===== config.mk =====
export PLATFORM = sky130hd
export DESIGN_NAME = zigzag_varint_decoder
export DESIGN_NICKNAME = d
export VERILOG_FILES = /design/src/design/zzvd_pkg.sv /design/src/design/zigzag_varint_decoder.sv
export SDC_FILE = /design/constraint.sdc
export NUM_CORES = 1
export LEC_CHECK = 0
export ABC_AREA = 1
export BUFFER_PORTS_ARGS = -buffer_cell sky130_fd_sc_hd__buf_2
export CORE_MARGIN = 2
export CORE_UTILIZATION = 40
export DETAILED_ROUTE_END_ITERATION = 7
export PLACE_DENSITY = 0.63
export SKIP_CTS_REPAIR_TIMING = 1
export SLEW_MARGIN = 20
export SYNTH_ARGS = -nofsm -noshare
export SYNTH_HDL_FRONTEND = slang
export SYNTH_SLANG_ARGS = --single-unit
export TNS_END_PERCENT = 50

===== constraint.sdc =====
create_clock -name clk -period 6.8 [get_ports clk]
set_input_delay 1.36 -clock clk [delete_from_list [all_inputs] [get_ports clk]]
set_output_delay 1.36 -clock clk [all_outputs]
set_load 0.05 [all_outputs]

===== src/design/zzvd_pkg.sv =====
// Shared constants for the zigzag varint decoder.
`default_nettype none
package zzvd_pkg;
	localparam int unsigned ValueWidth = 64;
	localparam int unsigned NarrowWidth = 32;
	localparam int unsigned CountWidth = 4;
	localparam int unsigned PaddrWidth = 3;

	localparam logic [CountWidth-1:0] NarrowMaxBytes = 4'd5;
	localparam logic [CountWidth-1:0] WideMaxBytes = 4'd10;

	localparam logic [7:0] PayloadMask = 8'h7F;
	localparam logic [7:0] ContBit = 8'h80;

	localparam logic [1:0] StatusOk = 2'd0;
	localparam logic [1:0] StatusTooLong = 2'd1;
	localparam logic [1:0] StatusTruncated = 2'd2;

	localparam logic RegWideMode = 1'b0;
endpackage
`default_nettype wire


===== src/design/zigzag_varint_decoder.sv =====
// Zigzag varint decoder: input register, per-byte accumulator update and result register.
//
// Bytes of a little-endian base-128 varint stream enter on the in_valid/in_ready
// channel, one item per byte with a flag for the last byte of the buffer. A byte
// with bit 7 clear ends a value, and one result item leaves on the out_valid/out_ready
// channel with the zigzag-decoded value, a status and the byte count. Continuing
// bytes give no result. An over-long value or a buffer that ends inside a value
// gives an error result with a zero value and clears the gathered bits.
// A byte is registered at acceptance in the input register and folded into the
// accumulator as it leaves; the result of a value's last byte goes to the result register.
// One byte is taken every cycle while no result is held back by the receiver; the
// accumulator shift-and-OR loop sets this rate. When the receiver stalls, the result
// register holds and the input register fills, after which in_ready drops until the
// result is taken. Reset clears the pipeline, the accumulator, the byte count and
// wide_mode (narrow 32-bit mode). wide_mode sits at byte address 0 of the APB port.
`default_nettype none
module zigzag_varint_decoder import zzvd_pkg::*; (
	input  wire logic                  clk,
	input  wire logic                  arst_n,
	input  wire logic                  psel,
	input  wire logic                  penable,
	input  wire logic                  pwrite,
	input  wire logic [PaddrWidth-1:0] paddr,
	input  wire logic [31:0]           pwdata,
	output logic      [31:0]           prdata,
	output logic                       pready,
	input  wire logic                  in_valid,
	output logic                       in_ready,
	input  wire logic [7:0]            data_byte,
	input  wire logic                  last_in_buffer,
	output logic                       out_valid,
	input  wire logic                  out_ready,
	output logic signed [ValueWidth-1:0] decoded_value,
	output logic      [1:0]            status,
	output logic      [CountWidth-1:0] bytes_used
);
	logic                  wide_q;
	logic                  valid_s1;
	logic [7:0]            byte_s1;
	logic                  last_s1;
	logic [ValueWidth-1:0] acc_q;
	logic [CountWidth-1:0] count_q;

	logic                  advance;
	logic                  emit;
	logic [6:0]            shamt;
	logic [ValueWidth-1:0] acc_next;
	logic [CountWidth-1:0] count_next;
	logic [CountWidth-1:0] limit;
	logic [NarrowWidth-1:0] zz32;
	logic [ValueWidth-1:0] zz_value;
	logic [ValueWidth-1:0] res_value;
	logic [1:0]            res_status;
	logic                  cfg_write;

	assign pready = 1'b1;
	assign cfg_write = psel && penable && pwrite && pready;
	assign prdata = (paddr[2] == RegWideMode) ? {31'b0, wide_q} : 32'b0;

	always_ff @(posedge clk or negedge arst_n) begin
		if (!arst_n) begin
			wide_q <= 1'b0;
		end else if (cfg_write && paddr[2] == RegWideMode) begin
			wide_q <= pwdata[0];
		end
	end

	assign advance = valid_s1 && (!out_valid || out_ready);
	assign in_ready = !valid_s1 || advance;

	always_ff @(posedge clk or negedge arst_n) begin
		if (!arst_n) begin
			valid_s1 <= 1'b0;
		end else if (in_ready) begin
			valid_s1 <= in_valid;
		end
	end

	always_ff @(posedge clk) begin
		if (in_ready && in_valid) begin
			byte_s1 <= data_byte;
			last_s1 <= last_in_buffer;
		end
	end

	always_comb begin
		shamt = {count_q, 3'b000} - {3'b000, count_q};
		acc_next = acc_q;
		if (count_q < WideMaxBytes) begin
			acc_next = acc_q | ({56'b0, byte_s1 & PayloadMask} << shamt[5:0]);
		end
		if (!wide_q) begin
			acc_next[ValueWidth-1:NarrowWidth] = '0;
		end
		count_next = count_q + 4'd1;
		limit = wide_q ? WideMaxBytes : NarrowMaxBytes;

		zz32 = (acc_next[NarrowWidth-1:0] >> 1) ^ {NarrowWidth{acc_next[0]}};
		if (wide_q) begin
			zz_value = (acc_next >> 1) ^ {ValueWidth{acc_next[0]}};
		end else begin
			zz_value = {{(ValueWidth-NarrowWidth){zz32[NarrowWidth-1]}}, zz32};
		end

		emit = 1'b1;
		res_value = '0;
		res_status = StatusOk;
		priority if ((byte_s1 & ContBit) == 8'h00) begin
			res_value = zz_value;
		end else if (count_next >= limit) begin
			res_status = StatusTooLong;
		end else if (last_s1) begin
			res_status = StatusTruncated;
		end else begin
			emit = 1'b0;
		end
	end

	always_ff @(posedge clk or negedge arst_n) begin
		if (!arst_n) begin
			acc_q <= '0;
			count_q <= '0;
		end else if (advance) begin
			if (emit) begin
				acc_q <= '0;
				count_q <= '0;
			end else begin
				acc_q <= acc_next;
				count_q <= count_next;
			end
		end
	end

	always_ff @(posedge clk or negedge arst_n) begin
		if (!arst_n) begin
			out_valid <= 1'b0;
		end else if (advance) begin
			out_valid <= emit;
		end else if (out_ready) begin
			out_valid <= 1'b0;
		end
	end

	always_ff @(posedge clk) begin
		if (advance && emit) begin
			decoded_value <= res_value;
			status <= res_status;
			bytes_used <= count_next;
		end
	end

	assert property (@(posedge clk) disable iff (!arst_n)
		count_q < WideMaxBytes)
		else $error("byte count ran past the wide limit");

	assert property (@(posedge clk) disable iff (!arst_n)
		advance && emit |=> acc_q == '0 && count_q == '0)
		else $error("state not cleared after a result");

	assert property (@(posedge clk) disable iff (!arst_n)
		out_valid && status != StatusOk |-> decoded_value == '0)
		else $error("error result carries a nonzero value");

	assert property (@(posedge clk) disable iff (!arst_n)
		out_valid |-> bytes_used != 4'd0 && bytes_used <= WideMaxBytes)
		else $error("result byte count out of range");

	assert property (@(posedge clk) disable iff (!arst_n)
		valid_s1 && !advance |=> valid_s1 && $stable(byte_s1) && $stable(count_q))
		else $error("stalled item lost from the input register");
endmodule
`default_nettype wire


==> impl_metrics.yaml, run 1 <==
sta:
  slew_viol_final: 0
  rsz0062_at_grt: "no"
  hold_violations: 0
  fin_skew_ps: 9.89
  setup_tns_ps: 0
  finalCritPeriodShare_pct: 58.0
  relSlewSlack_pct: 31.9
  worst_pin_slew_ps: 1020
  setup_viol: 0
  timing.fmax_ghz: 0.253
  period_needed_ps: 3950
  postLayoutSetupSlackWorst_ps: 2850
route:
  postRouteAntennaNets: 0
  vias_per_cell: 4.91
  dr.pass1.iters: 5
  drc: 0
  drt_wl_total_mm: 19.0
  via_count: 6134
  first_iter_violations: 401
  drt-wirelength-per-cell_um: 15.2
global_routing:
  antenna_found_initial: 0
  grt_pass1_vias: 5669
  overflow: 0
  grt_use_total_pct: 19.3
  grt_max_degree: 72
  grt_pass1_wl_mm: 30.2
critical_path:
  worstPathArrival_ps: 4020
  cp_max_fo: 54
  cp_slowest_cell: "buf_4"
  criticalPathCategory: "flip-flop to flip-flop"
  cp_top_family: "simple AND/OR/NAND/NOR gates"
  path_buf_inv: 3
  worstSetupEndpointType: "flip-flop"
  path_cells: "inv_2 > ha_1 > ha_1 > inv_1 > nor2_1 > o211ai_1 > nand4_1 > nor2_1 > nor2_4 > buf_4"
  slowest_delay_ps: 660
  cp-start-kind: "flip-flop"
  required_ps: 6870
floorplanning:
  coreArea_um2: 19300
  die_x_um: 143
  rows: 51
  die-area_um2: 20600
  start_util_pct: 40.4
  fp.dieH_um: 143
  ios: 156
layout:
  final_common_cell: "nand2_1"
  areaGrowthSynthToFinish_pct: 14.2
  final_nets: 1029
  diodes: 0
  fin_cells: 1249
  final_cell_mix: "nand2_1, buf_2, edfxtp_1"
  layout-drive-gt1-share_pct: 16.4
clocking:
  cts_buffers: 17
  cts_buffer_depth: 2
  clock_latency_ps: 440
  clkTransAtPathRegs_ps: 70
  cts_root_buf: "clkbuf_16"
  cts_num_sinks: 150
  h-tree-depth: 4
  cts_tree: "yes"
synth:
  synth_area_um2: 7780
  synth_seq_area_share_pct: 53.3
  ys_ff_latch: 150
  syn-instance-count: 903
  synth_warnings: 0
  yosysUniqueCellTypes: 43
  syn_avg_cell_area_um2: 8.62
power_and_ir_drop:
  cellPowerDensity_nw_per_um2: 468
  vdd_drop_max_mv: 0.254
  total_power_mw: 4.16
  cellLeakagePower_nw: 4.18
placed_design:
  port_buffers: 90
  hpwlAfterDp_mm: 12.6
  pre_cts_ws_ps: 2790
  routabilityCongestion: 0.922
  place_inst: 1217
flow_run:
  maxCapViolCount: 0
worst_hold_path:
  holdCritPathClass: "flip-flop to flip-flop"
status:
  status: "finished, final reports clean"
## final timing paths
| kind | startpoint | to | slack, ps | depth (start not counted) |
|---|---|---|---|---|
| hold / removal | acc_q[45] | acc_q[45] | 480 | 2 |
| hold reg to reg | acc_q[45] | acc_q[45] | 480 | 2 |
| max in group asynchronous | arst_n | wide_q | 4980 | 2 |
| setup / recovery | count_q[0] | decoded_value[44] | 2850 | 10 |
| min in group asynchronous | arst_n | acc_q[36] | 1150 | 2 |
| setup reg to reg | count_q[0] | decoded_value[44] | 2850 | 10 |
## stage by stage
| step | utilization, % | hold slack [ps] | cell area, um^2 |
|---|---|---|---|
| after global routing | 46.1 | 496 | 8890 |
| after global placement | 42.8 | 456 | 8240 |
| after CTS | 46.1 | 477 | 8890 |
| after detailed placement | 42.8 | 460 | 8240 |
| final | 46.1 | 476 | 8890 |
| after floorplan | - | 443 | 7900 |
## synthesized netlist by cell type
master,n,share of area [%]
a21boi_0,7,0.68
buf_2,15,0.96
nor3_1,6,0.39
conb_1,2,0.096
o21ai_2,6,0.68
nand3_1,78,5.0
xnor2_1,1,0.11
a21oi_1,35,2.3
inv_4,1,0.080
clkinv_2,1,0.064
and2_1,2,0.16
nand2_8,1,0.26
o22ai_1,10,0.80
edfxtp_1,79,30
a31oi_1,1,0.080
nand2_4,3,0.43
or2_2,1,0.080
nand2_2,3,0.24
a21o_1,6,0.58
xnor2_2,1,0.21
o21ai_0,43,2.8
o211ai_1,2,0.19
nand4_1,5,0.40
ha_1,7,1.1
nor2_4,2,0.29
nor2_2,2,0.16
dfrtp_1,71,23
nor2_1,62,3.0
o21bai_1,14,1.4
inv_2,6,0.29
a21boi_1,2,0.19
inv_1,46,2.2
o21ai_1,17,1.1
xor2_1,1,0.11
nand3_2,2,0.26
buf_4,35,3.4
o21bai_2,1,0.14
nand2_1,296,14
clkinv_4,1,0.11
nand3b_1,2,0.19
buf_6,7,1.0
clkbuf_1,16,0.77
buf_1,4,0.19
## worst register-to-register path: stages (launching register included)
cell,delay [ps]
dfrtp_1,650
inv_2,230
ha_1,510
ha_1,370
inv_1,40
nor2_1,80
o211ai_1,110
nand4_1,140
nor2_1,150
nor2_4,590
buf_4,660
## state kept, by name (all words and copies together) (netlist names)
register       cells
bytes_used         4
byte_s1            8
valid_s1           1
wide_q             1
status             2
last_s1            1
count_q            4
decoded_value     64
acc_q             64
out_valid          1
## layer usage
layer | vias up | share of wire (%) | track usage, % | routed length, um
met3 | 25 | 6.1 | 3.90 | 1160
met1 | 2838 | 46 | 26.7 | 8770
met5 | - | 0 | 0 | 0
met2 | 196 | 46 | 29.8 | 8670
met4 | 0 | 2.1 | 7.74 | 403
li1 | 3075 | - | - | -
## power by group
group,total [mW],internal [mW],switching [mW]
logic,1.88,0.404,1.47
clock network,1.04,0.641,0.403
registers,1.24,1.19,0.0565
## logic make-up (layout without fill, tap and decap cells)
kind of cell / after synthesis / after routing / synth area share, %
AOI/OAI and AO/OA: 144 / 144 / 10.8
xor gates and xnor gates: 3 / 3 / 0.434
adders and majority gates: 7 / 7 / 1.13
buffers and inverters: 132 / 183 / 9.08
DFF: 150 / 150 / 53.3
other: 2 / 32 / 0.0965
and+or+nand+nor: 465 / 465 / 25.1
## area by class of cell
type	instances	area, um^2
clock inverters	12	190
multi-input cells	651	3050
inverters	55	215
fillers	1928	10400
well taps	265	332
repair buffers	96	495
flip-flops and latches	150	4150
clock buffers	20	457
No activity file was read; power rests on OpenSTA's default activity.
==> inputs of run 2 (changes only) <==
==> constraint.sdc (replaced) <==
create_clock -name clk -period 4 [get_ports clk]
set_input_delay 0.8 -clock clk [delete_from_list [all_inputs] [get_ports clk]]
set_output_delay 0.8 -clock clk [all_outputs]
set_load 0.05 [all_outputs]
==> run 2 against run 1 <==
Against the previous run:
- hold slack got worse by 37 ps
- global-route usage decreased by 0.13 points
- flip-flop and latch count unchanged
- clock power increased by 69%
- highest routed layer unchanged
- non-clock buffer count increased by 7
- critical path type unchanged
- sequential share of layout area decreased by 0.27 points
- first-iteration DRC count increased by 30%
- register-to-register slack got worse by 2300 ps
- power increased by 71%
- critical path depth increased by 2
- clock skew about the same
- routed wire length decreased by 0.65%
==> impl_metrics.yaml, run 2 (synthesized netlist as in run 1, its figures left out) <==
status:
  status: "finished, final reports clean"
sta:
  rsz0062_at_grt: "no"
  timing.hold.ws_ps: 439
  period_needed_ps: 3460
  timing.fmax_ghz: 0.289
  fin_skew_ps: 9.46
  hold_violations: 0
  setup_tns_ps: 0
  slew_viol_final: 0
  relSlewSlack_pct: 47.3
  setup_viol: 0
  finalCritPeriodShare_pct: 86.5
  worst_pin_slew_ps: 788
floorplanning:
  start_util_pct: 40.4
  fp.dieH_um: 143
  rows: 51
  coreArea_um2: 19300
  die_x_um: 143
  die-area_um2: 20600
  ios: 156
critical_path:
  startpoint: "count_q[1]"
  cp_max_fo: 32
  criticalPathCategory: "flip-flop to flip-flop"
  cp-start-kind: "flip-flop"
  worstPathArrival_ps: 3720
  required_ps: 4250
  r2r-start: "count_q[1]"
  worstSetupEndpointType: "flip-flop"
layout:
  areaGrowthSynthToFinish_pct: 14.9
  fin_area_um2: 8940
  fin_cells: 1255
  final_nets: 1036
  final_common_cell: "nand2_1"
  top_regs: "acc_q (64), decoded_value (64), byte_s1 (8)"
  multiInputGateArea_um2: 3050
  seq_area_um2: 4150
  final_cell_mix: "nand2_1, buf_2, edfxtp_1"
  diodes: 0
  nFillCells: 1894
  layout-drive-gt1-share_pct: 16.7
  post-route-util_pct: 46.4
global_routing:
  grt_pass1_vias: 5634
  antenna_found_initial: 0
  grt_max_degree: 65
  overflow: 0
  grt_use_total_pct: 19.2
  grt_pass1_wl_mm: 30.1
power_and_ir_drop:
  vdd_drop_max_mv: 0.379
  cellPowerDensity_nw_per_um2: 794
  cellLeakagePower_nw: 4.21
route:
  vias_per_cell: 4.90
  drc: 0
  first_iter_violations: 523
  dr.pass1.iters: 7
  drt_wl_total_mm: 18.9
  via_count: 6155
  drt-wirelength-per-cell_um: 15.0
  postRouteAntennaNets: 0
clocking:
  cts_buffer_depth: 2
  cts_root_buf: "clkbuf_16"
  clkTransAtPathRegs_ps: 60
  h-tree-depth: 4
  cts_buffers: 17
  cts_tree: "yes"
  clock_latency_ps: 430
  cts_num_sinks: 150
worst_hold_path:
  holdCritPathClass: "input port to asynchronous set/reset pin"
flow_run:
  maxCapViolCount: 0
placed_design:
  routabilityCongestion: 0.868
  placed_cell_area_um2: 8300
  place_inst: 1224
  port_buffers: 90
  hpwlAfterDp_mm: 12.8
-- run 2: cell type report --
type / instances / area share [%]
sequential: 150 / 46.4
multi-input combinational: 651 / 34.1
timing repair buffer: 103 / 6.27
clock buffer: 19 / 4.84
tap: 265 / 3.71
inverter: 55 / 2.41
clock inverter: 12 / 2.28
-- run 2: path summary, 6_finish.rpt --
| path | slack [ps] | end | cells past startpoint |
|---|---|---|---|
| worst max-delay path | 540 | decoded_value[2] | 12 |
| worst min register to register | 480 | acc_q[44] | 2 |
| min in group clk | 480 | acc_q[44] | 2 |
| worst min-delay path | 440 | acc_q[40] | 1 |
| max in group asynchronous | 2860 | acc_q[5] | 2 |
| worst max register to register | 540 | decoded_value[2] | 12 |
-- run 2: worst max-delay path, cell delays in order, from the launching register on --
cell      delay [ps]
dfrtp_1          500
inv_1            110
ha_1             540
clkinv_2         220
nand3_1          210
nor2_1           100
nand2_1           80
nor2_2            70
nand2_4          100
nand2_8           80
nor2_4           610
inv_2            360
o21ai_0          280
-- run 2: metal layers --
| metal | track usage (%) | vias up | routed length, um |
|---|---|---|---|
| li1 | - | 3074 | - |
| met1 | 27.2 | 2850 | 8760 |
| met2 | 29.6 | 205 | 8700 |
| met3 | 3.80 | 26 | 1100 |
| met4 | 6.04 | 0 | 328 |
| met5 | 0 | - | 0 |
-- run 2: power breakdown --
part	internal (mW)	leakage (nW)	total [mW]	switching (mW)
Clock	1.11	0.300	1.76	0.650
Combinational	0.726	2.16	3.24	2.52
Sequential	2.02	1.75	2.10	0.0864
Total	3.85	4.21	7.10	3.25
-- run 2: through the flow --
stage                     worst slack (ps)  power, mW
after global routing                   227       7.53
after CTS                              564       7.14
after floorplan                        694       4.63
final                                  539       7.10
after global placement                 649       5.35
after detailed placement               601       5.37
